### config.mk
export PLATFORM = sky130hd
export DESIGN_NAME = plc_up_down_counter_bank_core_flat
export DESIGN_NICKNAME = d
export VERILOG_FILES = /design/src/hdl/pudcb_pkg.sv /design/src/hdl/pudcb_if.sv /design/src/hdl/pudcb_channel.sv /design/src/hdl/plc_up_down_counter_bank_core.sv /design/src/flat_wrapper.sv
export SDC_FILE = /design/constraint.sdc
export NUM_CORES = 1
export LEC_CHECK = 0
export BUFFER_PORTS_ARGS = -buffer_cell sky130_fd_sc_hd__buf_2
export CAP_MARGIN = 10
export CELL_PAD_IN_SITES_DETAIL_PLACEMENT = 0
export CELL_PAD_IN_SITES_GLOBAL_PLACEMENT = 1
export CORE_MARGIN = 2
export CORE_UTILIZATION = 35
export DETAILED_ROUTE_END_ITERATION = 6
export PLACE_DENSITY = 0.62
export REMOVE_ABC_BUFFERS = 1
export SLEW_MARGIN = 20
export SYNTH_ARGS = -nofsm -noshare
export SYNTH_HDL_FRONTEND = slang
export SYNTH_HIERARCHICAL = 1
export SYNTH_SLANG_ARGS = --single-unit
### constraint.sdc
create_clock -name clk -period 4.1 [get_ports clk]
set_clock_uncertainty 0.2 [all_clocks]
set_input_delay 0.82 -clock clk [delete_from_list [all_inputs] [get_ports clk]]
set_output_delay 0.82 -clock clk [all_outputs]
set_load 0.02 [all_outputs]
### src/hdl/pudcb_pkg.sv
// ----------------------------------------------------------------------------
// pudcb_pkg
// Shared widths and types for the PLC up/down counter bank.
// ----------------------------------------------------------------------------
package pudcb_pkg;

  localparam int NumSlots  = 4;
  localparam int CountW    = 15;
  localparam int LevelW    = NumSlots;
  localparam int CfgIndexW = 2;

  typedef logic [CountW-1:0] count_t;
  typedef logic [LevelW-1:0] level_t;

  // per-channel inputs for one scan
  typedef struct packed {
    logic up;
    logic down;
    logic prev_up;
    logic prev_down;
    logic clear;
    logic load;
  } chan_ctl_t;

  // per-channel outcome of one scan
  typedef struct packed {
    logic   up_reached;
    logic   down_reached;
    count_t count;
  } chan_res_t;

endpackage

### src/hdl/pudcb_if.sv
// ----------------------------------------------------------------------------
// pudcb_in_if / pudcb_out_if
// Valid/ready channels for scan requests and scan results.
// ----------------------------------------------------------------------------
interface pudcb_in_if;
  logic       valid;
  logic       ready;
  logic [3:0] count_up;
  logic [3:0] count_down;
  logic [3:0] clear;
  logic [3:0] load;

  modport source (output valid, count_up, count_down, clear, load, input ready);
  modport sink   (input valid, count_up, count_down, clear, load, output ready);
endinterface

interface pudcb_out_if;
  logic        valid;
  logic        ready;
  logic [3:0]  up_reached;
  logic [3:0]  down_reached;
  logic [14:0] count_ch0;
  logic [14:0] count_ch1;
  logic [14:0] count_ch2;
  logic [14:0] count_ch3;

  modport source (output valid, up_reached, down_reached, count_ch0, count_ch1,
                  count_ch2, count_ch3, input ready);
  modport sink   (input valid, up_reached, down_reached, count_ch0, count_ch1,
                  count_ch2, count_ch3, output ready);
endinterface

### src/hdl/pudcb_channel.sv
// ----------------------------------------------------------------------------
// pudcb_channel
// One CTUD counter: holds its count and computes the next one for a scan.
// ----------------------------------------------------------------------------
module pudcb_channel (
  input  logic                clk,
  input  logic                rst,
  input  logic                step,
  input  pudcb_pkg::count_t    preset,
  input  pudcb_pkg::chan_ctl_t ctl,
  output pudcb_pkg::chan_res_t res
);
  import pudcb_pkg::*;

  count_t count;
  count_t count_next;
  logic   up_edge;
  logic   down_edge;

  assign up_edge   = ctl.up & ~ctl.prev_up;
  assign down_edge = ctl.down & ~ctl.prev_down;

  always_comb begin
    count_next = count;
    if (ctl.clear) begin
      count_next = '0;
    end else if (ctl.load) begin
      count_next = preset;
    end else if (!(ctl.up && ctl.down)) begin
      // a blocked up edge still lets a down edge through
      if (up_edge && (count < preset)) begin
        count_next = count + count_t'(1);
      end else if (down_edge && (count != '0)) begin
        count_next = count - count_t'(1);
      end
    end
  end

  always_ff @(posedge clk) begin
    if (rst) begin
      count <= '0;
    end else if (step) begin
      count <= count_next;
    end
  end

  assign res.count        = count_next;
  assign res.up_reached   = (count_next >= preset);
  assign res.down_reached = (count_next == '0);

endmodule

### src/hdl/plc_up_down_counter_bank_core.sv
// ----------------------------------------------------------------------------
// plc_up_down_counter_bank_core
// A request taken on in is held in the input register; once the result
// register is free, each counter updates from the input register into the
// result register, whose contents are shown on out.
// Throughput: one request per cycle while out does not stall (out.ready).
// Reset (rst, synchronous): counts, presets and stored levels clear to zero.
// ----------------------------------------------------------------------------
module plc_up_down_counter_bank_core #(
  parameter int CHANNELS = 4
) (
  input  logic                        clk,
  input  logic                        rst,
  pudcb_in_if.sink                    in,
  pudcb_out_if.source                 out,
  input  logic                        cfg_wr_en,
  input  logic [pudcb_pkg::CfgIndexW-1:0] cfg_index,
  input  pudcb_pkg::count_t            cfg_data
);
  import pudcb_pkg::*;

  localparam level_t ChanMask = level_t'((1 << CHANNELS) - 1);

  count_t preset [NumSlots];

  // input register
  logic   req_valid;
  level_t req_up;
  level_t req_down;
  level_t req_clear;
  level_t req_load;

  level_t prev_up;
  level_t prev_down;

  // result register
  logic   res_valid;
  level_t res_up_reached;
  level_t res_down_reached;
  count_t res_count [NumSlots];

  logic      out_free;
  logic      step;
  chan_res_t chan_res [NumSlots];

  assign out_free = ~res_valid | out.ready;
  assign step     = req_valid & out_free;
  assign in.ready = ~req_valid | out_free;

  always_ff @(posedge clk) begin
    if (rst) begin
      for (int i = 0; i < NumSlots; i++) begin
        preset[i] <= '0;
      end
    end else if (cfg_wr_en) begin
      preset[cfg_index] <= cfg_data;
    end
  end

  always_ff @(posedge clk) begin
    if (rst) begin
      req_valid <= 1'b0;
    end else if (in.ready) begin
      req_valid <= in.valid;
    end
  end

  always_ff @(posedge clk) begin
    if (in.valid && in.ready) begin
      req_up    <= in.count_up & ChanMask;
      req_down  <= in.count_down & ChanMask;
      req_clear <= in.clear & ChanMask;
      req_load  <= in.load & ChanMask;
    end
  end

  // levels kept for edge detection on every scan
  always_ff @(posedge clk) begin
    if (rst) begin
      prev_up   <= '0;
      prev_down <= '0;
    end else if (step) begin
      prev_up   <= req_up;
      prev_down <= req_down;
    end
  end

  for (genvar g = 0; g < NumSlots; g++) begin : g_chan
    if (g < CHANNELS) begin : g_on
      chan_ctl_t ctl;
      assign ctl = '{up: req_up[g], down: req_down[g], prev_up: prev_up[g],
                     prev_down: prev_down[g], clear: req_clear[g],
                     load: req_load[g]};
      pudcb_channel u_chan (
        .clk    (clk),
        .rst    (rst),
        .step   (step),
        .preset (preset[g]),
        .ctl    (ctl),
        .res    (chan_res[g])
      );
    end else begin : g_off
      assign chan_res[g] = '0;
    end
  end

  always_ff @(posedge clk) begin
    if (rst) begin
      res_valid <= 1'b0;
    end else if (out_free) begin
      res_valid <= req_valid;
    end
  end

  always_ff @(posedge clk) begin
    if (step) begin
      for (int i = 0; i < NumSlots; i++) begin
        res_up_reached[i]   <= chan_res[i].up_reached;
        res_down_reached[i] <= chan_res[i].down_reached;
        res_count[i]        <= chan_res[i].count;
      end
    end
  end

  assign out.valid        = res_valid;
  assign out.up_reached   = res_up_reached;
  assign out.down_reached = res_down_reached;
  assign out.count_ch0    = res_count[0];
  assign out.count_ch1    = res_count[1];
  assign out.count_ch2    = res_count[2];
  assign out.count_ch3    = res_count[3];

  a_req_held: assert property (@(posedge clk) disable iff (rst)
    req_valid && !out_free |=> req_valid)
    else $error("pending request dropped while result stalled");

  a_ready_busy: assert property (@(posedge clk) disable iff (rst)
    !in.ready |-> req_valid && res_valid)
    else $error("ready low without a full pipeline");

  a_levels_masked: assert property (@(posedge clk) disable iff (rst)
    ((prev_up | prev_down) & ~ChanMask) == '0)
    else $error("stored level on an unused channel");

  a_zero_flag: assert property (@(posedge clk) disable iff (rst)
    res_valid |-> res_down_reached[0] == (res_count[0] == '0) || CHANNELS < 1)
    else $error("down_reached disagrees with count");

endmodule
### src/flat_wrapper.sv
// flat-port wrapper written by rule: the top's interface ports become plain ports
module plc_up_down_counter_bank_core_flat import pudcb_pkg::*;
#(
  parameter int CHANNELS = 4
)
  (clk, rst, cfg_wr_en, cfg_index, cfg_data, in_valid, in_count_up, in_count_down, in_clear, in_load, in_ready, out_valid, out_up_reached, out_down_reached, out_count_ch0, out_count_ch1, out_count_ch2, out_count_ch3, out_ready);
  pudcb_in_if in_i ();
  pudcb_out_if out_i ();
  input  logic clk;
  input  logic rst;
  input  logic cfg_wr_en;
  input  logic [pudcb_pkg::CfgIndexW-1:0] cfg_index;
  input  pudcb_pkg::count_t cfg_data;
  input wire logic [$bits(in_i.valid)-1:0] in_valid;
  input wire logic [$bits(in_i.count_up)-1:0] in_count_up;
  input wire logic [$bits(in_i.count_down)-1:0] in_count_down;
  input wire logic [$bits(in_i.clear)-1:0] in_clear;
  input wire logic [$bits(in_i.load)-1:0] in_load;
  output wire logic [$bits(in_i.ready)-1:0] in_ready;
  output wire logic [$bits(out_i.valid)-1:0] out_valid;
  output wire logic [$bits(out_i.up_reached)-1:0] out_up_reached;
  output wire logic [$bits(out_i.down_reached)-1:0] out_down_reached;
  output wire logic [$bits(out_i.count_ch0)-1:0] out_count_ch0;
  output wire logic [$bits(out_i.count_ch1)-1:0] out_count_ch1;
  output wire logic [$bits(out_i.count_ch2)-1:0] out_count_ch2;
  output wire logic [$bits(out_i.count_ch3)-1:0] out_count_ch3;
  input wire logic [$bits(out_i.ready)-1:0] out_ready;
  assign in_i.valid = in_valid;
  assign in_i.count_up = in_count_up;
  assign in_i.count_down = in_count_down;
  assign in_i.clear = in_clear;
  assign in_i.load = in_load;
  assign in_ready = in_i.ready;
  assign out_valid = out_i.valid;
  assign out_up_reached = out_i.up_reached;
  assign out_down_reached = out_i.down_reached;
  assign out_count_ch0 = out_i.count_ch0;
  assign out_count_ch1 = out_i.count_ch1;
  assign out_count_ch2 = out_i.count_ch2;
  assign out_count_ch3 = out_i.count_ch3;
  assign out_i.ready = out_ready;
  plc_up_down_counter_bank_core #(.CHANNELS(CHANNELS)) u_core (.clk(clk), .rst(rst), .in(in_i), .out(out_i), .cfg_wr_en(cfg_wr_en), .cfg_index(cfg_index), .cfg_data(cfg_data));
endmodule
# After elaboration in Yosys (flattened, before gate mapping)
# Memory sizes are Yosys's and may differ from the RTL's.
# Cells that the tools add are included.
[word_totals]
reg_bits = 94
ram_bits = 120
inputBits = 38
output_inout_bits = 70
elab_cells = 105
n_memories = 2
[classes]
n_addsub = 8
magnitude_cmp = 8
muxes = 30
bitwise = 21
n_reduce_logical = 22
[memory_table]
columns = ["name", "words", "width", "rd", "rd_ports_with_merged_regs", "write_ports", "line", "text"]
rows = [
  ["u_core.preset", 4, 15, 4, 0, 4, "plc_up_down_counter_bank_core.sv:24", "count_t preset [NumSlots];"],
  ["u_core.res_count", 4, 15, 4, 0, 4, "plc_up_down_counter_bank_core.sv:40", "count_t res_count [NumSlots];"],
]
[op_table]
columns = ["cell", "count"]
rows = [
  ["$mux 15", 21],
  ["$add 15x1->15 const B", 4],
  ["$ge 15x15->1", 4],
  ["$logic_not 15->1", 4],
  ["$lt 15x15->1", 4],
  ["$reduce_bool 15->1", 4],
  ["$sub 15x1->15 const B", 4],
  ["$reduce_or 15->1", 1],
  ["$logic_and 1x1->1", 13],
  ["$not 1->1", 10],
  ["$and 1x1->1", 9],
  ["$mux 1", 8],
  ["$mux 2", 1],
  ["$or 1x1->1", 2],
]

# Logic depth before layout (Yosys ltp)
[depth]
ltp_word = 9
ltp_mapped = 20
depth_no_buf = 19

# Modules after synthesis
# The synthesis kept the hierarchy.
[by_module_without_submodules]
columns = ["mod", "instances", "cells_each", "area_each_um2", "seq_area_each_um2"]
rows = [
  ["plc_up_down_counter_bank_core", 1, 265, 5268.8, 4524.3],
  ["pudcb_channel at u_core.g_chan[1].g_on.u_chan ...", 2, 322, 2401.1, 300.3],
  ["pudcb_channel at u_core.g_chan[3].g_on.u_chan", 1, 328, 2433.6, 300.3],
  ["pudcb_channel at u_core.g_chan[0].g_on.u_chan", 1, 315, 2413.6, 300.3],
]

# Least setup slack after synthesis
# OpenSTA, ideal clock, no wires.
[synth_path]
path_type = "flip-flop to flip-flop"
from = "register u_core.g_chan[1].g_on.u_chan.count[8]"
to = "register u_core.res_up_reached[1], in the netlist u_core/out.up_reached[1] (data pin)"
arrival_ns = 3.369
path_slack_ns = 0.270
stages_incl_launch_ff = 17
cell_sequence = "dfxtp_1 -> ha_1 -> a211oi_1 -> o21ai_0 -> a21oi_4 -> o211ai_2 -> o21ai_1 -> xor2_1 -> mux2i_1 -> nor2_1 -> ha_1 -> a21o_1 -> a21o_1 -> a21oi_1 -> a21oi_1 -> o2111a_1 -> a221o_1"
[synth_lines]
columns = ["item", "line", "text"]
rows = [
  ["from (decl)", "pudcb_channel.sv:15", "count_t count;"],
  ["from (signal assigned)", "pudcb_channel.sv:43", "count <= count_next;"],
  ["to (signal, indexed assignment)", "plc_up_down_counter_bank_core.sv:118", "res_up_reached[i] <= chan_res[i].up_reached;"],
  ["to (decl)", "plc_up_down_counter_bank_core.sv:38", "level_t res_up_reached;"],
]

==> results.py <==
metrics = {
    "cts": {
        "cts_htree_levels": 1,
        "clk_pin_slew_worst_setup_hold_paths_ns": 0.06,
        "clock_path_buffers": 3,
        "numCtsBuffers": 26,
        "insertion_delay_ns": 0.56,
        "cts_tree": "done",
        "holdBufCountCts": 0,
        "cts_root_buffer": "sky130_fd_sc_hd__clkbuf_16",
        "numClockSinks": 214,
    },
    "worst_hold_path": {
        "min_from": "in_count_up[1]",
        "timing.hold.worst_path_depth": 1,
        "hold_path_class": "input pin to register",
        "min_to": "u_core/req_up[1]$_DFFE_PP_",
    },
    "timing": {
        "final_max_slew_violation_count": 0,
        "period_share_pct": 98.1,
        "maxSlewHeadroom_pct": 33.5,
        "layout_min_cycle_time_ns": 4.02,
        "fin_tns_setup_ns": 0,
        "setup_violators_final": 0,
        "maxClockFrequency_mhz": 249,
        "max_slew.worst_pin.slew_ns": 0.995,
        "timing_hold_violations_final": 0,
        "grt_setup_unrepaired": "yes",
    },
    "pwr": {
        "ir_worst_vdd_mv": 0.264,
        "totalPowerFinal_mw": 6.40,
        "power_leakage_nw": 7.96,
        "p_per_area_nw_per_um2": 342,
    },
    "route": {
        "routed_wire_length_per_instance_um": 20.8,
        "via_count": 13400,
        "postRouteWirelength_um": 50300,
        "drt_pass1_iterations": 5,
        "drtAntennaViolNets": 0,
        "route.detailed.drc": 0,
        "drt-vias-per-instance": 5.55,
        "starting_drt_drc_count": 810,
    },
    "worst_setup_path": {
        "crit_path_end_kind": "register",
        "path_max_fanout": 3,
        "regToRegEndpoint": "u_core/out.up_reached[3]$_DFFE_PP_",
        "reg2reg_from": "u_core/preset[3][4]$_DFFE_PP_",
        "cp_data_arrival_time_ns": 4.13,
        "reg2reg_slack_ns": 0.08,
        "timing.critical_path.cells": "inv_1, ha_1, a211o_1, o211ai_1, o211ai_1, buf_4, buf_4, buf_4, a2111o_1, o211ai_1, ha_1, and4_1, a211oi_2, o21ai_0, and4_1, a221o_1",
        "critical_path.max_stage_delay_ns": 0.41,
        "crit_type": "register to register",
        "rr_worst_depth": 16,
        "worstSetupStartpointType": "register",
        "cp.required_ns": 4.20,
        "cp_max_delay_cell": "sky130_fd_sc_hd__edfxtp_1",
    },
    "floorplan": {
        "ioPinCount": 108,
        "start_util_pct": 35.5,
        "dieArea_sq_um": 44300,
        "std_cell_rows": 75,
        "die_height_um": 210,
        "core_area_sq_um": 42000,
        "die_width_um": 210,
    },
    "logic_synthesis": {
        "postSynthAreaPerCell_sq_um": 9.61,
        "synth_async_sr_flop_share_pct": 0,
        "synth_cells": 1552,
        "synthesis.area_sq_um": 14900,
        "synth_cell_types": 101,
        "ys_ff_latch": 214,
        "ys_dominant_reg_cell": "sky130_fd_sc_hd__edfxtp_1",
        "yosys_warnings": 6,
        "synth_enable_flop_cells": 144,
        "synth.yosys.seq_area_share_pct": 38.4,
    },
    "global_route": {
        "grtUsageMet3_pct": 2.91,
        "wire_length_of_the_first_global_routing_pass_um": 76700,
        "gr-usage-all-layers_pct": 22.4,
        "grt-ovfl-total": 0,
        "globalRoute.busiestLayer": "met2",
        "met1_usage_in_global_routing_pct": 30.8,
        "grt_start_max_net_pins": 40,
        "grt_pass1_vias": 13200,
        "global_routing_met2_resource_utilization_pct": 36.8,
        "antenna_found_initial": 3,
    },
    "cells_and_area": {
        "layout_commonest_cell": "sky130_fd_sc_hd__buf_4",
        "postLayoutCoreUtil_pct": 44.6,
        "area_delta_synth_final_pct": 25.7,
        "drive_gt1_share_pct": 28.1,
        "count_of_nets_after_finishing": 2015,
        "fillers": 4187,
        "mostFrequentLayoutCells": "227 x sky130_fd_sc_hd__buf_4, 144 x sky130_fd_sc_hd__edfxtp_1, 131 x sky130_fd_sc_hd__nor2_1, 118 x sky130_fd_sc_hd__ha_1, 107 x sky130_fd_sc_hd__buf_2",
    },
    "placement": {
        "globalplace.congestion": 0.923,
        "port-buffer-count": 107,
        "hpwlAfterDp_um": 38800,
    },
    "flow_run": {
        "maximum_capacitance_violations": 0,
    },
    "status": {
        "run_status": "finished clean",
    },
}
registers in the layout, summed over array words and instances (netlist names):
name                             flops
u_core/g_chan.g_on.u_chan/count     60
u_core/preset                       60
u_core/res_count                    60
u_core/out.down_reached              4
u_core/out.up_reached                4
u_core/prev_down                     4
u_core/prev_up                       4
u_core/req_clear                     4
u_core/req_down                      4
u_core/req_load                      4
u_core/req_up                        4
u_core/out.valid                     1
u_core/req_valid                     1
cell families after synthesis:
family / Yosys count / share of synthesized area [%]
compound gates: 304 / 15.2
xor+xnor: 13 / 0.763
fa+ha+maj: 124 / 10.4
buf+inv: 161 / 5.33
flops: 214 / 38.4
mux: 76 / 5.11
simple gates: 660 / 24.9
layer usage:
metal	wire [um]	up-vias
li1	-	6467
met1	23400	6491
met2	23300	355
met3	2500	77
met4	1180	2
met5	13	-
where the power goes:
part | total (mW) | switching, mW | internal, mW
clock network | 2.40 | 0.916 | 1.48
registers | 2.52 | 0.0808 | 2.44
logic | 1.49 | 0.877 | 0.608
worst max-delay path: cells and delay by family, from the launching register on:
family | cells | cell delay (ns)
AND/OR/NAND/NOR | 2 | 0.40
adder cells (fa/ha/maj) | 2 | 0.56
flip-flops | 1 | 0.41
AO/OA/AOI/OAI | 8 | 1.67
buffers and inverters | 4 | 0.54
final cells by class:
cell class	instances	area, sq um	share of cell area [%]
clock inverters	7	110	0.587
flip-flops and latches	214	5730	30.5
well taps	539	674	3.60
clock buffers	41	778	4.15
multi-input cells	1177	8820	47.0
repair buffers	336	2270	12.1
diodes	3	7.51	0.0400
inverters	98	368	1.96
synthesized netlist by cell type (all sizes together) (6+ instances only):
cell type,number,share of area [%]
and2,76,3.2
a31o,9,0.53
nand3,51,1.7
xor2,10,0.59
o2111ai,15,0.92
dfxtp,70,9.4
nor4,24,1.6
nor2b,17,0.71
a21oi,53,2.0
nor2,145,3.7
a21o,23,1.2
nor4b,14,0.82
a211oi,15,0.79
and3,24,1.1
or2,8,0.35
nand2b,33,1.4
a2111oi,9,0.57
and4,11,0.66
or3,18,0.76
nand4,43,1.8
o31ai,11,0.55
a31oi,8,0.42
nand4b,6,0.35
edfxtp,144,29
a32oi,10,0.59
a311oi,7,0.41
o21a,11,0.55
inv,96,2.4
buf,31,1.5
mux2i,75,5.0
o21ai,51,1.7
nor3,62,2.3
clkbuf,32,1.3
o211ai,16,0.87
nor3b,7,0.35
nand2,95,2.4
ha,124,10
or4,12,0.79
how the worst max path moves through the flow:
stage | slack [ns] | start | cells after the start | end
final | 0.08 | u_core/preset[3][4]$_DFFE_PP_ | 16 | u_core/out.up_reached[3]$_DFFE_PP_
after detailed placement | -0.21 | u_core/preset[0][14]$_SDFFCE_PN0P_ | 18 | u_core/out.up_reached[0]$_DFFE_PP_
after global placement | -0.11 | u_core/preset[0][14]$_SDFFCE_PN0P_ | 16 | u_core/out.up_reached[0]$_DFFE_PP_
after CTS | -0.03 | u_core/preset[0][13]$_SDFFCE_PN0P_ | 19 | u_core/out.up_reached[0]$_DFFE_PP_
after global routing | -0.12 | u_core/preset[3][4]$_DFFE_PP_ | 16 | u_core/out.up_reached[3]$_DFFE_PP_
after floorplan | -6.21 | out_ready | 4 | u_core/g_chan[1].g_on.u_chan/count[4]$_SDFFE_PP0P_
metrics by stage:
step                instance area [sq um]  worst slack (ns)  hold WS, ns  instances
floorplan                           14500             -6.21        0.248       1489
global placement                    17300            -0.110        0.261       2338
detailed placement                  17300            -0.211        0.274       2338
CTS                                 18200           -0.0332        0.204       2388
global route                        18700            -0.121        0.211       2412
finish                              18800            0.0793        0.236       2415
timing repair:
| item | 4_1_cts | 5_1_grt |
|---|---|---|
| resized for setup | 11 | 92 |
| buffers inserted | 2 | 24 |
| pin swaps | 1 | 47 |
| setup endpoints to repair | 4 | 4 |
| endpoints found under the hold margin | 0 | 0 |
Note: power is estimated with default switching activity, not from simulation.
